===== src/ets_pkg.sv =====
package ets_pkg;

  parameter int TABLE_DEPTH_DEF = 16;

  localparam logic [15:0] TYPE_IPV4 = 16'h0800;
  localparam logic [15:0] TYPE_IPV6 = 16'h86DD;
  localparam logic [10:0] MAX_FRAME = 11'd1514;

  typedef struct packed {
    logic        mode;
    logic [47:0] dest_mac;
    logic [15:0] ethertype;
    logic [10:0] frame_length;
  } in_item_t;

  typedef struct packed {
    logic        entry_valid;
    logic [15:0] entry_type;
    logic [31:0] entry_frames;
    logic [39:0] entry_bytes;
    logic [31:0] for_me_frames;
    logic [31:0] multicast_frames;
    logic [39:0] ipv4_bytes;
    logic [39:0] ipv6_bytes;
    logic [39:0] total_bytes;
    logic        table_overflow;
    logic        last;
  } out_item_t;

  typedef struct packed {
    logic [15:0] etype;
    logic [31:0] frames;
    logic [39:0] bytes;
  } entry_t;

  typedef enum logic [3:0] {
    ST_IDLE,
    ST_FIND_RD,
    ST_FIND_CMP,
    ST_HIT_FRM,
    ST_HIT_BYT,
    ST_NEW,
    ST_GRP,
    ST_IP,
    ST_ALL,
    ST_SCAN_RD,
    ST_SCAN_CMP,
    ST_EMIT
  } state_t;

endpackage


===== src/ets_ram.sv =====
module ets_ram #(
  parameter int WIDTH = 8,
  parameter int DEPTH = 16
) (
  input  logic                     clk,
  input  logic                     we,
  input  logic [$clog2(DEPTH)-1:0] waddr,
  input  logic [WIDTH-1:0]         wdata,
  input  logic                     re,
  input  logic [$clog2(DEPTH)-1:0] raddr,
  output logic [WIDTH-1:0]         rdata
);

  logic [WIDTH-1:0] mem_r [DEPTH];
  logic [WIDTH-1:0] rdata_r;

  always_ff @(posedge clk) begin
    if (we) begin
      mem_r[waddr] <= wdata;
    end
    if (re) begin
      rdata_r <= mem_r[raddr];
    end
  end

  assign rdata = rdata_r;

endmodule


===== src/ets_sat_add.sv =====
module ets_sat_add (
  input  logic [39:0] a,
  input  logic [10:0] b,
  input  logic        wide,
  output logic [39:0] sum
);

  localparam logic [40:0] LIM40 = {1'b0, {40{1'b1}}};
  localparam logic [40:0] LIM32 = {9'b0, {32{1'b1}}};

  logic [40:0] raw;
  logic [40:0] lim;

  always_comb begin
    raw = {1'b0, a} + {30'b0, b};
    lim = wide ? LIM40 : LIM32;
    sum = (raw > lim) ? lim[39:0] : raw[39:0];
  end

endmodule


===== src/ethernet_frame_type_statistics.sv =====
// Counts received Ethernet frames per ethertype in a table of TABLE_DEPTH entries held in
// a single-port-read RAM, plus saturating global counters. A frame item keeps the input
// stalled while its ethertype is searched for, on a match and on a miss: each used entry
// costs one RAM read and one compare, and the entry and global counters then pass one at
// a time through one shared saturating adder. A report item also keeps the input stalled:
// each result is found by a full scan of the table for the next larger ethertype. The
// final result of a report sits in the output register while the next item is taken
// in.
module ethernet_frame_type_statistics #(
  parameter int TABLE_DEPTH = ets_pkg::TABLE_DEPTH_DEF
) (
  input  logic              clk,
  input  logic              rst_n,
  input  logic              in_valid,
  output logic              in_stall,
  input  ets_pkg::in_item_t in_item,
  output logic              out_valid,
  input  logic              out_stall,
  output ets_pkg::out_item_t out_item,
  input  logic              cfg_valid,
  output logic              cfg_ready,
  input  logic [47:0]       cfg_data
);

  import ets_pkg::*;

  localparam int IDX_W = $clog2(TABLE_DEPTH);
  localparam int CNT_W = $clog2(TABLE_DEPTH + 1);

  state_t          state_r, state_nxt;
  logic [47:0]     mac_r, mac_nxt;
  logic [15:0]     type_r, type_nxt;
  logic [10:0]     len_r, len_nxt;
  logic [CNT_W-1:0] idx_r, idx_nxt;
  logic [CNT_W-1:0] used_r, used_nxt;
  logic [CNT_W-1:0] emitted_r, emitted_nxt;
  logic [31:0]     frames_r, frames_nxt;
  logic [31:0]     forme_r, forme_nxt;
  logic [31:0]     mcast_r, mcast_nxt;
  logic [39:0]     ipv4_r, ipv4_nxt;
  logic [39:0]     ipv6_r, ipv6_nxt;
  logic [39:0]     total_r, total_nxt;
  logic            ovf_r, ovf_nxt;
  logic [47:0]     own_mac_r, own_mac_nxt;
  logic [15:0]     prev_r, prev_nxt;
  logic            first_r, first_nxt;
  logic            found_r, found_nxt;
  entry_t          best_r, best_nxt;
  logic            out_valid_r, out_valid_nxt;
  out_item_t       out_item_r, out_item_nxt;

  logic            ram_we, ram_re;
  logic [IDX_W-1:0] ram_waddr, ram_raddr;
  entry_t          ram_wdata, ram_rdata;
  logic [39:0]     add_a, add_sum;
  logic [10:0]     add_b;
  logic            add_wide;

  logic            in_acc;
  logic            out_free;
  logic            is_last;

  ets_ram #(
    .WIDTH ($bits(entry_t)),
    .DEPTH (TABLE_DEPTH)
  ) u_ram (
    .clk   (clk),
    .we    (ram_we),
    .waddr (ram_waddr),
    .wdata (ram_wdata),
    .re    (ram_re),
    .raddr (ram_raddr),
    .rdata (ram_rdata)
  );

  ets_sat_add u_add (
    .a    (add_a),
    .b    (add_b),
    .wide (add_wide),
    .sum  (add_sum)
  );

  assign in_stall  = (state_r != ST_IDLE);
  assign in_acc    = in_valid && !in_stall;
  assign out_free  = !out_valid_r || !out_stall;
  assign is_last   = (used_r == '0) || (CNT_W'(emitted_r + 1'b1) == used_r);
  assign cfg_ready = 1'b1;
  assign out_valid = out_valid_r;
  assign out_item  = out_item_r;

  always_comb begin
    state_nxt = state_r;
    case (state_r)
      ST_IDLE: begin
        if (in_acc) begin
          if (!in_item.mode) begin
            state_nxt = ST_FIND_RD;
          end else if (used_r == '0) begin
            state_nxt = ST_EMIT;
          end else begin
            state_nxt = ST_SCAN_RD;
          end
        end
      end
      ST_FIND_RD:  state_nxt = (idx_r == used_r) ? ST_NEW : ST_FIND_CMP;
      ST_FIND_CMP: state_nxt = (ram_rdata.etype == type_r) ? ST_HIT_FRM : ST_FIND_RD;
      ST_HIT_FRM:  state_nxt = ST_HIT_BYT;
      ST_HIT_BYT:  state_nxt = ST_GRP;
      ST_NEW:      state_nxt = ST_GRP;
      ST_GRP:      state_nxt = ST_IP;
      ST_IP:       state_nxt = ST_ALL;
      ST_ALL:      state_nxt = ST_IDLE;
      ST_SCAN_RD:  state_nxt = (idx_r == used_r) ? ST_EMIT : ST_SCAN_CMP;
      ST_SCAN_CMP: state_nxt = ST_SCAN_RD;
      ST_EMIT: begin
        if (out_free) begin
          state_nxt = is_last ? ST_IDLE : ST_SCAN_RD;
        end
      end
      default:     state_nxt = ST_IDLE;
    endcase
  end

  always_comb begin
    ram_we    = 1'b0;
    ram_waddr = idx_r[IDX_W-1:0];
    ram_wdata = {type_r, frames_r, add_sum};
    ram_re    = 1'b0;
    ram_raddr = idx_r[IDX_W-1:0];
    add_a     = '0;
    add_b     = len_r;
    add_wide  = 1'b1;
    case (state_r)
      ST_FIND_RD, ST_SCAN_RD: begin
        ram_re = (idx_r != used_r);
      end
      ST_HIT_FRM: begin
        add_a    = {8'b0, ram_rdata.frames};
        add_b    = 11'd1;
        add_wide = 1'b0;
      end
      ST_HIT_BYT: begin
        add_a  = ram_rdata.bytes;
        ram_we = 1'b1;
      end
      ST_NEW: begin
        ram_we    = (used_r < CNT_W'(TABLE_DEPTH));
        ram_waddr = used_r[IDX_W-1:0];
        ram_wdata = {type_r, 32'd1, 29'b0, len_r};
      end
      ST_GRP: begin
        add_a    = mac_r[40] ? {8'b0, mcast_r} : {8'b0, forme_r};
        add_b    = 11'd1;
        add_wide = 1'b0;
      end
      ST_IP: begin
        add_a = (type_r == TYPE_IPV4) ? ipv4_r : ipv6_r;
      end
      ST_ALL: begin
        add_a = total_r;
      end
      default: begin
        add_a = '0;
      end
    endcase
  end

  always_comb begin
    mac_nxt       = mac_r;
    type_nxt      = type_r;
    len_nxt       = len_r;
    idx_nxt       = idx_r;
    used_nxt      = used_r;
    emitted_nxt   = emitted_r;
    frames_nxt    = frames_r;
    forme_nxt     = forme_r;
    mcast_nxt     = mcast_r;
    ipv4_nxt      = ipv4_r;
    ipv6_nxt      = ipv6_r;
    total_nxt     = total_r;
    ovf_nxt       = ovf_r;
    own_mac_nxt   = cfg_valid ? cfg_data : own_mac_r;
    prev_nxt      = prev_r;
    first_nxt     = first_r;
    found_nxt     = found_r;
    best_nxt      = best_r;
    out_item_nxt  = out_item_r;
    out_valid_nxt = out_valid_r && out_stall;
    case (state_r)
      ST_IDLE: begin
        if (in_acc) begin
          mac_nxt     = in_item.dest_mac;
          type_nxt    = in_item.ethertype;
          len_nxt     = (in_item.frame_length > MAX_FRAME) ? MAX_FRAME : in_item.frame_length;
          idx_nxt     = '0;
          emitted_nxt = '0;
          first_nxt   = 1'b1;
          found_nxt   = 1'b0;
        end
      end
      ST_FIND_CMP: begin
        if (ram_rdata.etype != type_r) begin
          idx_nxt = CNT_W'(idx_r + 1'b1);
        end
      end
      ST_HIT_FRM: begin
        frames_nxt = add_sum[31:0];
      end
      ST_NEW: begin
        if (used_r < CNT_W'(TABLE_DEPTH)) begin
          used_nxt = CNT_W'(used_r + 1'b1);
        end else begin
          ovf_nxt = 1'b1;
        end
      end
      ST_GRP: begin
        if (mac_r[40]) begin
          mcast_nxt = add_sum[31:0];
        end else if (mac_r == own_mac_r) begin
          forme_nxt = add_sum[31:0];
        end
      end
      ST_IP: begin
        if (type_r == TYPE_IPV4) begin
          ipv4_nxt = add_sum;
        end else if (type_r == TYPE_IPV6) begin
          ipv6_nxt = add_sum;
        end
      end
      ST_ALL: begin
        total_nxt = add_sum;
      end
      ST_SCAN_CMP: begin
        if ((first_r || ram_rdata.etype > prev_r) &&
            (!found_r || ram_rdata.etype < best_r.etype)) begin
          best_nxt  = ram_rdata;
          found_nxt = 1'b1;
        end
        idx_nxt = CNT_W'(idx_r + 1'b1);
      end
      ST_EMIT: begin
        if (out_free) begin
          out_valid_nxt                 = 1'b1;
          out_item_nxt.entry_valid      = found_r;
          out_item_nxt.entry_type       = found_r ? best_r.etype : '0;
          out_item_nxt.entry_frames     = found_r ? best_r.frames : '0;
          out_item_nxt.entry_bytes      = found_r ? best_r.bytes : '0;
          out_item_nxt.for_me_frames    = forme_r;
          out_item_nxt.multicast_frames = mcast_r;
          out_item_nxt.ipv4_bytes       = ipv4_r;
          out_item_nxt.ipv6_bytes       = ipv6_r;
          out_item_nxt.total_bytes      = total_r;
          out_item_nxt.table_overflow   = ovf_r;
          out_item_nxt.last             = is_last;
          emitted_nxt = CNT_W'(emitted_r + 1'b1);
          prev_nxt    = best_r.etype;
          first_nxt   = 1'b0;
          found_nxt   = 1'b0;
          idx_nxt     = '0;
        end
      end
      default: begin
        idx_nxt = idx_r;
      end
    endcase
  end

  always_ff @(posedge clk) begin
    if (!rst_n) begin
      state_r     <= ST_IDLE;
      used_r      <= '0;
      forme_r     <= '0;
      mcast_r     <= '0;
      ipv4_r      <= '0;
      ipv6_r      <= '0;
      total_r     <= '0;
      ovf_r       <= 1'b0;
      own_mac_r   <= '0;
      out_valid_r <= 1'b0;
    end else begin
      state_r     <= state_nxt;
      used_r      <= used_nxt;
      forme_r     <= forme_nxt;
      mcast_r     <= mcast_nxt;
      ipv4_r      <= ipv4_nxt;
      ipv6_r      <= ipv6_nxt;
      total_r     <= total_nxt;
      ovf_r       <= ovf_nxt;
      own_mac_r   <= own_mac_nxt;
      out_valid_r <= out_valid_nxt;
    end
  end

  always_ff @(posedge clk) begin
    mac_r      <= mac_nxt;
    type_r     <= type_nxt;
    len_r      <= len_nxt;
    idx_r      <= idx_nxt;
    emitted_r  <= emitted_nxt;
    frames_r   <= frames_nxt;
    prev_r     <= prev_nxt;
    first_r    <= first_nxt;
    found_r    <= found_nxt;
    best_r     <= best_nxt;
    out_item_r <= out_item_nxt;
  end

  a_used_bound: assert property (@(posedge clk) disable iff (!rst_n)
    used_r <= CNT_W'(TABLE_DEPTH))
    else $error("table fill count exceeds the table depth");

  a_ovf_sticky: assert property (@(posedge clk) disable iff (!rst_n)
    ovf_r |=> ovf_r)
    else $error("overflow flag cleared without reset");

  a_ovf_full: assert property (@(posedge clk) disable iff (!rst_n)
    $rose(ovf_r) |-> (used_r == CNT_W'(TABLE_DEPTH)))
    else $error("overflow flagged while the table had room");

  a_emit_found: assert property (@(posedge clk) disable iff (!rst_n)
    (state_r == ST_EMIT && used_r != '0) |-> found_r)
    else $error("report item emitted without a selected table entry");

endmodule


===== config.mk =====
export PLATFORM = sky130hd
export DESIGN_NAME = ethernet_frame_type_statistics
export DESIGN_NICKNAME = d
export VERILOG_FILES = /design/src/ets_pkg.sv /design/src/ets_ram.sv /design/src/ets_sat_add.sv /design/src/ethernet_frame_type_statistics.sv
export SDC_FILE = /design/constraint.sdc
export NUM_CORES = 2
export LEC_CHECK = 0
export BUFFER_PORTS_ARGS = -buffer_cell sky130_fd_sc_hd__buf_4
export CELL_PAD_IN_SITES_DETAIL_PLACEMENT = 1
export CELL_PAD_IN_SITES_GLOBAL_PLACEMENT = 1
export CORE_MARGIN = 4
export CORE_UTILIZATION = 45
export CTS_CLUSTER_SIZE = 40
export DETAILED_ROUTE_END_ITERATION = 10
export PLACE_DENSITY_LB_ADDON = 0.1
export SLEW_MARGIN = 20
export SYNTH_ARGS = -nofsm -noshare
export SYNTH_HDL_FRONTEND = slang
export SYNTH_HIERARCHICAL = 1
export SYNTH_SLANG_ARGS = --single-unit

===== constraint.sdc =====
create_clock -name clk -period 63.6 [get_ports clk]
set_clock_uncertainty 0.05 [all_clocks]
set_input_delay 19.08 -clock clk [delete_from_list [all_inputs] [get_ports clk]]
set_output_delay 19.08 -clock clk [all_outputs]
set_load 0.03 [all_outputs]

==> out/metrics.yaml <==
clocking:
  cts.clk_slew.worst_paths_ns: 0.06
  clockRootBuffer: "clkbuf_16"
  clock_latency_ns: 0.86
  cts-buffers-inserted: 222
  cts_tree: "yes"
  clockBufferDepth: 3
  post_cts_buffers: 0
  clkSinkCount: 2237
  postCtsHoldBufs: 0
  postCtsResizedCells: 0
  htreeDepth: 4
synthesis:
  ys_top_cells_by_count: "edfxtp_1, nand2_1, mux4_2, dfxtp_1, a22oi_1"
  synthAdderAreaFrac_pct: 0.812
  synth_cell_types: 76
  syn_avg_cell_area_um2: 18.0
  synth-seq-area-share_pct: 75.6
  synth_nets: 4937
  synth_top_area_share_pct: 69.9
  synth_top_family_by_area: "multiplexers"
  synth_xor_area_share_pct: 1.06
  synth-edff-count: 1994
  synth-compound-area-share_pct: 4.32
  yosys.area.top_type: "edfxtp_1"
  synth_flop_cell: "edfxtp_1"
  synth_warnings: 6
  syn_area_um2: 85700
  netlist_top_cells_area: "edfxtp_1, mux4_2, dfxtp_1, mux2i_1, nand2_1"
  synthArstFlopShare_pct: 0
  syn_inst: 4753
  synth_mux_area_share_pct: 11.4
  ys_seq_elements: 2237
  synth-simple-area-share_pct: 5.15
  synth.most_common_cell: "edfxtp_1"
detailed_routing:
  drtAntennaViolNets: 0
  wire_per_inst_um: 31.1
  vias_per_cell: 5.86
  wirelength_mm: 246
  drcViolationCount: 0
  num_vias: 46400
  first_pass_iters: 6
  drt_iter0_drc: 4753
finish:
  multi_input_area_um2: 19800
  fillers: 17100
  fin_area_um2: 99100
  area_growth_pct: 15.7
  seq_area_um2: 64700
  final_nets: 5413
  instances_no_fill: 7922
  drive_above_1_share_pct: 23.4
timing:
  rsz0062_at_grt: "no"
  fin_crit_sh_pct: 35.3
  fin_crit_ns: 22.45
  setup_violations: 0
  setup_ws_ns: 41.15
  max_freq_ghz: 0.0445
  setup-tns-final_ns: 0
  finalHoldViolations: 0
  max_slew_margin_pct: 23.2
  drv_slew: 0
  worstMarginPinSlew_ns: 1.15
min_path:
  min_path_type: "flip-flop to flip-flop"
  whs_path_depth: 0
  hold_path.startpoint: "ovf_r$_SDFFE_PN0P_"
  hold_end: "out_item[1]$_DFFE_PP_"
floorplanning:
  initial_core_util_pct: 45.4
  die_h_um: 444
  row_count: 159
  core_area_um2: 189000
  ios: 407
  dieArea_um2: 197000
  die_x_um: 444
grt:
  antenna_found_initial: 29
  grt_pass1_vias: 47600
  grt.total_usage_pct: 24.8
  grt_first_pass_wirelength_mm: 351
  use_met3_pct: 5.37
  grtUsageMet1_pct: 35.7
  grt_max_degree: 146
  grt_overflow_total: 0
  use_met2_pct: 39.0
  grt.busiest_layer: "met2"
setup_path:
  rrSetupSlack_ns: 54.11
  worstReg2RegEnd: "u_ram/mem_r[15][1]$_DFFE_PP_"
  worstSetupPathType: "primary input to flip-flop"
  timing.rr.start: "state_r[0]$_SDFFE_PN0P_"
  cp-end-kind: "flip-flop"
  worstPathArrival_ns: 22.87
  path_max_fanout: 75
  crit_required_ns: 64.02
  r2r_cells: 27
  cp-start-kind: "primary input"
power:
  peakVddDrop_mv: 0.0334
  pwr_density_cell_nw_per_um2: 41.2
  p_leak_nw: 32.9
  p_total_mw: 4.08
placement:
  io_buffers: 405
  gp_congestion: 0.819
  place_hpwl_mm: 148
  post_dp_cell_area_um2: 91700
  dpl.cell_count: 7500
  dp_worst_setup_slack_ns: 40.26
status:
  outcome: "completed"
job:
  max-cap-violations: 0
registers in the layout (all words and copies together), names as in the netlist, 4 cells and up:
name         flops
best_r          88
mcast_r         32
state_r          4
used_r           5
type_r          16
prev_r          16
u_ram/mem_r   1408
ipv4_r          40
emitted_r        5
own_mac_r       48
forme_r         32
total_r         40
idx_r            5
out_item       275
mac_r           48
frames_r        32
ipv6_r          40
len_r           11
u_ram/rdata     88
how the worst max path moves through the flow:
stage / startpoint / to / slack, ns
5_1_grt: out_stall / out_item[211]$_SDFFCE_PN0P_ / 40.84
6_report: out_stall / out_item[189]$_SDFFCE_PN0P_ / 41.15
4_1_cts: out_stall / out_item[187]$_SDFFCE_PN0P_ / 41.16
2_1_floorplan: out_stall / out_item[0]$_DFFE_PP_ / 29.48
3_3_place_gp: out_stall / out_item[188]$_SDFFCE_PN0P_ / 40.32
3_5_place_dp: out_stall / out_item[188]$_SDFFCE_PN0P_ / 40.26
cell usage in the layout, fill, tap and decap left out, drive strengths merged, types with 7 or more instances in the layout:
cell	count
edfxtp	1994
buf	507
nand2	404
mux4	352
clkbuf	285
dfxtp	243
a22oi	187
a21oi	175
mux2i	161
nor2	154
o21ai	123
and2	106
clkinv	88
nor2b	69
inv	62
nand3	59
xor2	54
ha	54
xnor2	50
nand4	37
a221oi	35
nor3	24
mux2	23
bufinv	23
nand2b	23
nor4	19
and3	11
a21o	11
diode	10
and4	8
clkinvlp	8
a31oi	7
stage by stage:
stage	utilization [%]	hold WS (ns)
after global routing	52.5	0.407
after CTS	52.5	0.393
final	52.5	0.402
after detailed placement	48.6	0.375
after floorplan	-	0.359
after global placement	48.6	0.374
logic make-up (layout without fill, tap and decap cells):
| kind of cell | count (synthesis) | after routing |
|---|---|---|
| DFF | 2237 | 2237 |
| and+or+nand+nor | 933 | 933 |
| AOI/OAI and AO/OA | 578 | 578 |
| muxes | 536 | 536 |
| buffers and inverters | 309 | 973 |
| xor gates and xnor gates | 104 | 104 |
| adders and majority gates | 55 | 55 |
| other | 1 | 11 |
layout make-up:
class,count,share of cell area [%]
Multi-Input combinational cell,2207,20.0
Sequential cell,2237,65.4
Clock buffer,285,6.05
Tap cell,2495,3.15
Timing Repair Buffer,507,3.96
Antenna cell,10,0.0253
Clock inverter,127,1.30
Inverter,54,0.212
where the power goes:
part           internal [mW]  switching, mW  leakage (nW)
sequential              1.78          0.100          20.1
combinational          0.327          0.570          9.29
clock                  0.757          0.555          3.57
layer usage:
layer | up-vias | share of wire [%]
met5 | - | 0.015
met3 | 284 | 7.8
li1 | 19700 | -
met4 | 6 | 2.0
met1 | 24800 | 43
met2 | 1688 | 47
critical path: stages:
cell	delay (ns)
buf_4	0.12
a21oi_4	0.58
buf_4	0.75
buf_4	0.58
buf_4	0.75
buf_4	0.75
No activity file was read; power rests on OpenSTA's default activity.
